<file path="config.mk">
export PLATFORM = sky130hd
export DESIGN_NAME = tmpc_div
export DESIGN_NICKNAME = d
export VERILOG_FILES = /design/src/rtl/tmpc_pkg.sv /design/src/rtl/tmpc_div.sv
export SDC_FILE = /design/constraint.sdc
export NUM_CORES = 1
export LEC_CHECK = 0
export BUFFER_PORTS_ARGS = -buffer_cell sky130_fd_sc_hd__buf_2
export CELL_PAD_IN_SITES_DETAIL_PLACEMENT = 1
export CELL_PAD_IN_SITES_GLOBAL_PLACEMENT = 2
export CORE_AREA = 2 2 115 117
export CTS_CLUSTER_DIAMETER = 100
export DETAILED_ROUTE_END_ITERATION = 6
export DIE_AREA = 0 0 117 119
export PLACE_DENSITY = 0.88
export SLEW_MARGIN = 0
export SYNTH_ARGS = -nofsm -noshare
export SYNTH_HDL_FRONTEND = slang
export SYNTH_SLANG_ARGS = --single-unit
</file>
<file path="constraint.sdc">
create_clock -name clock -period 3.87 [get_ports clock]
set_input_delay 1.161 -clock clock [delete_from_list [all_inputs] [get_ports clock]]
set_output_delay 1.161 -clock clock [all_outputs]
set_load 0.05 [all_outputs]
</file>
<file path="src/rtl/tmpc_pkg.sv">
// Package for the two-means point clustering block: types and constants
`timescale 1ns / 1ps
package tmpc_pkg;
   localparam int MaxPoints   = 1024;
   localparam int AddrW       = 10;
   localparam int CntW        = 11;
   localparam int CoordW      = 24;
   localparam int SumW        = 35;
   localparam int DistW       = 51;
   localparam int QuotW       = 35;
   localparam logic [3:0] PassReset = 4'd5;

   typedef enum logic [3:0] {
      ST_LOAD,
      ST_INIT0,
      ST_INIT1,
      ST_INIT2,
      ST_PASS_RD,
      ST_PASS_RUN,
      ST_DIV_START,
      ST_DIV_RUN,
      ST_DIV_NEXT,
      ST_EMIT0,
      ST_EMIT1
   } state_type;

   typedef struct packed {
      logic             start;
      logic signed [SumW-1:0] dividend;
      logic [CntW-1:0]  divisor;
   } div_req_type;
endpackage

</file>
<file path="src/rtl/tmpc_div.sv">
// Restoring signed divider, one quotient bit per cycle, truncating toward zero
`timescale 1ns / 1ps
module tmpc_div (
   input  logic                             clock,
   input  logic                             reset,
   input  tmpc_pkg::div_req_type            req,
   output logic                             done,
   output logic signed [tmpc_pkg::CoordW-1:0] quotient
);
   localparam int QW = tmpc_pkg::QuotW;
   localparam int CW = tmpc_pkg::CntW;
   localparam int StepW = $clog2(QW + 1);

   logic [QW-1:0]    quot_ff, quot_in;
   logic [CW:0]      rem_ff, rem_in;
   logic [CW-1:0]    dvs_ff, dvs_in;
   logic             neg_ff, neg_in;
   logic [StepW-1:0] step_ff, step_in;
   logic             busy_ff, busy_in;
   logic             done_ff, done_in;
   logic [QW-1:0]    mag;
   logic [CW:0]      trial;
   logic [QW-1:0]    res;

   always_comb begin
      quot_in = quot_ff;
      rem_in  = rem_ff;
      dvs_in  = dvs_ff;
      neg_in  = neg_ff;
      step_in = step_ff;
      busy_in = busy_ff;
      done_in = 1'b0;
      mag = req.dividend[QW-1] ? QW'(-req.dividend) : QW'(req.dividend);
      trial = {rem_ff[CW-1:0], quot_ff[QW-1]};
      if (req.start) begin
         quot_in = mag;
         rem_in  = '0;
         dvs_in  = req.divisor;
         neg_in  = req.dividend[QW-1];
         step_in = StepW'(QW);
         busy_in = 1'b1;
      end else if (busy_ff) begin
         if (trial >= {1'b0, dvs_ff}) begin
            rem_in  = trial - {1'b0, dvs_ff};
            quot_in = {quot_ff[QW-2:0], 1'b1};
         end else begin
            rem_in  = trial;
            quot_in = {quot_ff[QW-2:0], 1'b0};
         end
         step_in = step_ff - 1'b1;
         if (step_ff == StepW'(1)) begin
            busy_in = 1'b0;
            done_in = 1'b1;
         end
      end
   end

   always_ff @(posedge clock) begin
      if (reset) begin
         busy_ff <= 1'b0;
         done_ff <= 1'b0;
      end else begin
         busy_ff <= busy_in;
         done_ff <= done_in;
      end
      quot_ff <= quot_in;
      rem_ff  <= rem_in;
      dvs_ff  <= dvs_in;
      neg_ff  <= neg_in;
      step_ff <= step_in;
   end

   assign res      = neg_ff ? -quot_ff : quot_ff;
   assign done     = done_ff;
   assign quotient = res[tmpc_pkg::CoordW-1:0];
endmodule

</file>
==> results of run 1 <==
-- state kept, by name, summed over array words and instances, names as in the netlist --
register	count
quot_ff	35
dvs_ff	11
rem_ff	11
step_ff	6
busy_ff	1
done	1
neg_ff	1
-- logic make-up after synthesis --
| family | Yosys count | synth area share [%] |
|---|---|---|
| fa+ha+maj | 16 | 4.74 |
| simple gates | 158 | 18.2 |
| xor+xnor | 63 | 12.6 |
| mux | 9 | 2.11 |
| compound gates | 113 | 17.1 |
| buf+inv | 48 | 4.37 |
| flops | 66 | 40.9 |
-- layout make-up --
class                      count  area, µm²  share of cell area [%]
sequential                    66       1790                    33.4
clock buffer                  13        260                    4.86
multi-input combinational    359       2440                    45.6
inverter                      24       90.1                    1.68
tap                          176        220                    4.11
clock inverter                 3       38.8                   0.724
timing repair buffer          89        515                    9.62
-- layout by cell type (no fill, tap or decap), types with 8 or more instances in the layout --
| cell | netlist | routed |
|---|---|---|
| o21ai_0 | 23 | 20 |
| a21oi_1 | 37 | 37 |
| buf_4 | 1 | 27 |
| ha_1 | 15 | 15 |
| o41ai_1 | 10 | 9 |
| o31ai_1 | 11 | 9 |
| clkbuf_16 | 0 | 9 |
| dfxtp_1 | 19 | 19 |
| buf_2 | 0 | 61 |
| xor2_1 | 34 | 34 |
| edfxtp_1 | 47 | 47 |
| inv_1 | 24 | 24 |
| xnor2_1 | 29 | 29 |
| nand2_1 | 36 | 36 |
| nor2_1 | 55 | 55 |
| nand2b_1 | 8 | 8 |
-- per-layer routing --
| layer | vias up | routed length (µm) |
|---|---|---|
| met4 | 0 | 103 |
| met5 | - | 0 |
| met3 | 9 | 422 |
| met2 | 76 | 5600 |
| met1 | 1816 | 5280 |
| li1 | 1867 | - |
-- how the worst max path moves through the flow --
stage | start | end | slack [ns] | cells after the start
6_report | quot_ff[5]$_DFFE_PP_ | quotient[21] | -0.05 | 7
5_1_grt | quot_ff[5]$_DFFE_PP_ | quotient[21] | -0.14 | 7
4_1_cts | quot_ff[5]$_DFFE_PP_ | quotient[21] | -0.06 | 7
3_5_place_dp | quot_ff[5]$_DFFE_PP_ | quotient[19] | 0.08 | 7
3_3_place_gp | quot_ff[5]$_DFFE_PP_ | quotient[21] | 0.15 | 7
2_1_floorplan | quot_ff[5]$_DFFE_PP_ | quotient[21] | 0.17 | 7
-- timing repair --
action / in CTS / in global routing
setup endpoints to repair: 11 / 12
resized for setup: 15 / 9
pin swaps: 0 / 1
buffers inserted: 4 / 1
gates cloned: 0 / 0
-- critical path: stages, from the launching register on --
cell and delay, ns:
edfxtp_1 0.40, or3_4 0.41, or3_4 0.38, or2_4 0.25
or3_4 0.39, o41ai_4 0.23, xnor2_1 0.15, buf_4 0.22
-- power groups by stage --
stage | Combinational (mW) | Clock (mW) | Sequential (mW)
floorplan | 0.453 | 0 | 0.888
global placement | 0.584 | 0 | 0.905
detailed placement | 0.597 | 0 | 0.909
CTS | 0.625 | 0.847 | 0.894
global route | 0.684 | 0.877 | 0.904
finish | 0.626 | 0.824 | 0.894
-- stage by stage --
step,power (mW),instance area [µm²]
after global routing,2.47,5360
after global placement,1.49,4950
final,2.34,5360
after CTS,2.37,5330
after floorplan,1.34,4390
after detailed placement,1.51,4950
==> metrics.md, run 1 <==
| Metric | Value |
|---|---|
| Status | complete, but fails checks |
| Failing checks | negative setup slack |
| First-pass GRT wire length | 18,900 µm |
| DP HPWL | 8170 µm |
| Top post-synthesis cells by count | nor2_1 (55), edfxtp_1 (47), a21oi_1 (37) |
| Slew @ Worst Pin | 0.893 ns |
| Synth Area per Inst | 9.27 µm² |
| CTS root buf | clkbuf_16 |
| Diode count | 0 |
| Share of layout cells above drive strength 1 | 21.8% |
| Vias per cell | 5.16 |
| H-tree depth | 3 |
| Worst-path maximum fanout | 6 |
| # hold bufs at CTS | 0 |
| Synth Flop Type | edfxtp_1 |
| Largest net degree at the start of global routing | 47 |
| RSZ-0062 raised after global routing | true |
| Cells after DPL | 709 |
| Gr busiest metal | met2 |
| Util after Layout | 41.6% |
| Final hold slack | 0.507 ns |
| Drt pass-1 iters | 4 |
| Clk slew on worst S/H paths | 0.06 ns |
| Wire per inst | 15.6 µm |
| DRC | 0 |
| Fillers | 1,503 |
| Worst setup SP type | register |
| Cell variety after synth | 53 |
| Die width | 117 µm |
| Initial antenna violation count | 0 |
| Hold Crit Endpoint | rem_ff[10]$_SDFFE_PP0P_ |
| Post-Syn Instances | 473 |
| Row cnt | 42 |
| Die Ht | 119 µm |
| Sink Count | 66 |
| Final setup TNS | -0.0990 ns |
| Layout Cells excl Fill | 730 |
| Die area | 13,900 µm² |
| Vias | 3,768 |
| Clock Skews | 0.00857 ns |
| CTS tree | built |
| Fin crit share | 101% |
| Setup WS pre-CTS | 0.0752 ns |
| R2R depth | 8 |
| ANT nets after route | 0 |
| Initial DRC count | 165 |
| Most frequent cell after synthesis | nor2_1 |
| Synth Cell Area | 4390 µm² |
| Post-synth ARST share | 0% |
| Final setup viols | 3 |
| Crit. End Element | output port |
| Hold Startpoint | rem_ff[10]$_SDFFE_PP0P_ |
| Hold Violations, Final | 0 |
| Switching power | 0.757 mW |
| Clock Latency Late Sink | 0.33 ns |
| Internal Pwr Total | 1.59 mW |
| Crit path kind | reg2out |
| TritonCTS Buffers | 9 |
| Port bufs | 73 |
| Met2 GRT Util | 29.1% |
| Reg-to-reg slack, setup | 0.97 ns |
| Highest clock rate | 255 MHz |
| Setup WS post-layout | -0.0459 ns |
| FF-to-FF Start | dvs_ff[0]$_DFFE_PP_ |
| Pins Over Slew Limit | 0 |
| Initial core utilization | 34.1% |
| Mapped Nets | 538 |
| Post-synthesis sequential area ratio | 40.9% |
| Nets@finish | 614 |
| Pwr dens | 437 nW/µm² |
| #FFs+latches synth | 66 |
| R2R Path End | rem_ff[1]$_SDFFE_PP0P_ |
| GRT Overall Usage | 17.2% |
| Logic gate share of total power | 26.7% |
| Met3 global-route usage | 3.41% |
| Routing usage on met1 | 22.3% |
| Worst hold path type | reg2reg |
| Worst slew margin | 40.5% |
| Max Cap Viol | 0 |
| Seq pwr share | 38.2% |
| Area added between synthesis and finish | 22.2% |
| WL final | 11,400 µm |
| Yosys top cell area share | 32.2% |
| Post-synth EDFFs | 47 |
| Routability Congestion | 0.806 |
| Arr. time, crit path | 2.75 ns |
| Switching portion of total power | 32.3% |
| VDD IR max | 0.000188 V |
| Num ports | 74 |
| Global route total overflow | 0 |
| Fin crit period | 3.92 ns |
| Core area | 12,900 µm² |
| Area contributors post-synth | edfxtp_1 (32%), dfxtp_1 (8.7%), xor2_1 (6.8%) |
| Worst endpoint required time | 2.71 ns |
| Cell taking the most area after synthesis | edfxtp_1 |
| Synth Warn # | 0 |
| WHS Path Cells | 2 |
| Leakage | 2.14 nW |
| Vias in the first global route | 3,813 |
| Clock power share | 35.1% |
| Clk buf depth | 2 |
(Power assumes the default switching activity.)
==> run 2, diff against run 1 <==
--- a/config.mk
+++ b/config.mk
@@ -5,14 +5,15 @@
 export SDC_FILE = /design/constraint.sdc
 export NUM_CORES = 1
 export LEC_CHECK = 0
+export ABC_AREA = 1
 export BUFFER_PORTS_ARGS = -buffer_cell sky130_fd_sc_hd__buf_2
 export CELL_PAD_IN_SITES_DETAIL_PLACEMENT = 1
 export CELL_PAD_IN_SITES_GLOBAL_PLACEMENT = 2
-export CORE_AREA = 2 2 115 117
+export CORE_AREA = 2 2 129 131
 export CTS_CLUSTER_DIAMETER = 100
 export DETAILED_ROUTE_END_ITERATION = 6
-export DIE_AREA = 0 0 117 119
-export PLACE_DENSITY = 0.88
+export DIE_AREA = 0 0 131 133
+export PLACE_DENSITY = 0.87
 export SLEW_MARGIN = 0
 export SYNTH_ARGS = -nofsm -noshare
 export SYNTH_HDL_FRONTEND = slang
==> run 2 against run 1 <==
Net effect:
- the flow now finishes without violations
- core utilization shrank 5.1 points
- maximum frequency up 14%
- flip-flop and latch count stayed put
- sequential share of layout area fell by 3.1 points
- first-iteration DRC count rose by 36%
- register-to-register slack better by 0.40 ns
- clock power shrank 2.7%
- via count increased by 29%
- critical path depth rose by 4
- sequential power fell by 2%
- largest cell class unchanged
- largest power group unchanged
- highest routed layer is now met5
==> metrics.md, run 2 <==
| Metric | Value |
|---|---|
| Status | finished, final reports clean |
| Layout Cells excl Fill | 1,018 |
| Worst-path maximum fanout | 3 |
| Routability Congestion | 0.810 |
| Post-DP Area | 5620 µm² |
| Hold Violations, Final | 0 |
| Reg-to-reg slack, setup | 1.37 ns |
| Worst hold path type | reg2reg |
| DRC | 0 |
| DP HPWL | 11,800 µm |
| Clock Skews | 0.00556 ns |
| Die area | 17,400 µm² |
| Synth Cell Area | 5050 µm² |
| Crit-path leading delay family | simple AND/OR/NAND/NOR gates |
| Crit path kind | reg2out |
| Pwr dens | 385 nW/µm² |
| Worst endpoint required time | 2.71 ns |
| Drt pass-1 iters | 4 |
| VDD IR max | 0.000224 V |
| # hold bufs at CTS | 0 |
| Mapped Nets | 787 |
| Commonest non-fill, non-tap cells in the layout | nand2_1 (201), inv_1 (92), nor2_1 (86) |
| Die width | 131 µm |
| Most frequent cell after synthesis | nand2_1 |
| Clock Latency Late Sink | 0.34 ns |
| Top post-synthesis cells by count | nand2_1 (201), inv_1 (92), nor2_1 (86) |
| TritonCTS Buffers | 9 |
| CTS resizes | 0 |
| Row cnt | 47 |
| #FFs+latches synth | 66 |
| Worst slew margin | 35.1% |
| Post-CTS Setup Repair Bufs | 0 |
| Area added between synthesis and finish | 17.2% |
| Wire per inst | 14.8 µm |
| Clk buf depth | 2 |
| CTS tree | built |
| Largest net degree at the start of global routing | 43 |
| H-tree depth | 3 |
| Slowest CP cell | edfxtp_1 |
| Final setup TNS | 0 ns |
| Cell taking the most area after synthesis | edfxtp_1 |
| Port bufs | 73 |
| Die Ht | 133 µm |
| Worst setup SP type | register |
| Max reg flops | 35 |
| CTS root buf | clkbuf_16 |
| ANT nets after route | 0 |
| Fillers | 2,080 |
| Pins Over Slew Limit | 0 |
| Synth Warn # | 0 |
| Cell chain of the critical path | inv_1, ha_1, nand2_1, nor2_1, inv_1, nor2_1, nand2_1, nand2_1, o21ai_1, xor2_1, buf_2 |
| Post-synth ARST share | 0% |
| Most common cell after layout, fill and taps aside | nand2_1 |
| Initial antenna violation count | 2 |
| Post-Syn Instances | 722 |
| Area contributors post-synth | edfxtp_1 (28%), nand2_1 (15%), dfxtp_1 (7.5%) |
| Initial core utilization | 31.2% |
| Arr. time, crit path | 2.27 ns |
| Vias in the first global route | 4,901 |
| FF-to-FF Start | quot_ff[34]$_DFFE_PP_ |
| Share of layout cells above drive strength 1 | 15.9% |
| Fin crit period | 3.43 ns |
| Post-synth EDFFs | 47 |
| Core area | 16,200 µm² |
| First-pass GRT wire length | 24,800 µm |
| Synth Area per Inst | 6.99 µm² |
| Cell variety after synth | 45 |
| Slew @ Worst Pin | 0.970 ns |
| Biggest regs | quot_ff x35, dvs_ff x11, rem_ff x11 |
| Worst Setup SP | quot_ff[0]$_DFFE_PP_ |
| WL final | 15,100 µm |
| Clk slew on worst S/H paths | 0.06 ns |
| Finished layout cell area | 5910 µm² |
| Buf+Inv Stages, Crit Path | 3 |
| Hold Startpoint | rem_ff[6]$_SDFFE_PP0P_ |
| Fin crit share | 88.5% |
| Post-synthesis sequential area ratio | 35.5% |
| Vias | 4,849 |
| Most used cell, CP | nand2_1 |
| Crit. End Element | output port |
| Cells after DPL | 1,001 |
| Max Cap Viol | 0 |
| Global route total overflow | 0 |
| RSZ-0062 raised after global routing | false |
| Final setup viols | 0 |
| Highest clock rate | 292 MHz |
| GRT Overall Usage | 18.2% |
| Synth Flop Type | edfxtp_1 |
| Nets@finish | 857 |
| Sink Count | 66 |
| Max stage delay on crit path | 0.42 ns |
| Leakage | 2.77 nW |
| Vias per cell | 4.76 |
| Yosys top cell area share | 28.0% |
| Num ports | 74 |
| Biggest register | quot_ff |
| Initial DRC count | 225 |
## run 2: cell count changes after synthesis, sizes merged, moves of 13 or more
cell / before / now
xnor2: 29 / 8
nand2: 36 / 207
o31ai: 13 / 0
nand4: 1 / 28
o21ai: 23 / 44
nand3: 6 / 79
or3: 13 / 0
inv: 24 / 95
a21oi: 37 / 13
nor2: 55 / 92
## run 2: area by class of cell
type                    count  area, µm²  area share (%)
diodes                      1       2.50          0.0423
clock buffers              10        250            4.23
clock inverters             6       36.3           0.614
inverters                  96        360            6.09
multi-input cells         539       2780            47.0
flip-flops and latches     66       1790            30.3
well taps                 220        275            4.66
repair buffers             80        418            7.07
## run 2: logic make-up (layout without fill, tap and decap cells)
| kind of cell | count (synthesis) | count (layout) | synth area share, % |
|---|---|---|---|
| xor+xnor | 38 | 38 | 6.60 |
| flops | 66 | 66 | 35.5 |
| simple gates | 419 | 419 | 37.1 |
| fa+ha+maj | 16 | 16 | 4.12 |
| compound gates | 66 | 66 | 7.24 |
| buf+inv | 117 | 192 | 9.42 |
| other cells | 0 | 1 | 0 |
## run 2: path summary, 6_finish.rpt
| kind | end | cells after the start |
|---|---|---|
| setup / recovery | quotient[12] | 11 |
| hold / removal | rem_ff[6]$_SDFFE_PP0P_ | 2 |
| setup reg to reg | quot_ff[0]$_DFFE_PP_ | 10 |
| hold reg to reg | rem_ff[6]$_SDFFE_PP0P_ | 2 |
## run 2: report_power, final
part           total [mW]  internal, mW  leakage (nW)  switching (mW)
Combinational       0.598         0.164          1.99           0.434
Sequential          0.875         0.829         0.629          0.0460
Clock               0.802         0.472         0.148           0.330
## run 2: per-stage QoR
| step | setup slack [ns] | hold slack (ns) | utilization, % | total power [mW] |
|---|---|---|---|---|
| after floorplan | 0.677 | 0.443 | - | 1.31 |
| after global placement | 0.872 | 0.456 | 34.8 | 1.48 |
| after detailed placement | 0.771 | 0.470 | 34.8 | 1.49 |
| after CTS | 0.390 | 0.485 | 36.5 | 2.30 |
| after global routing | 0.140 | 0.524 | 36.5 | 2.39 |
| final | 0.443 | 0.478 | 36.6 | 2.27 |
## run 2: layer usage
layer	track usage, %	share of wire [%]
met1	25.3	50
met2	28.4	45
met3	3.15	3.1
met4	6.15	1.8
met5	0	0.086
## run 2: worst register-to-register path: stages, from the launching register on
cell and delay (ns):
edfxtp_1 0.37, inv_1 0.11, ha_1 0.20, fa_1 0.21, inv_1 0.08, nand3_1 0.07, nand3_1 0.18, nand3_2 0.27
nand4_2 0.44, nand2_1 0.17, o21ai_0 0.12
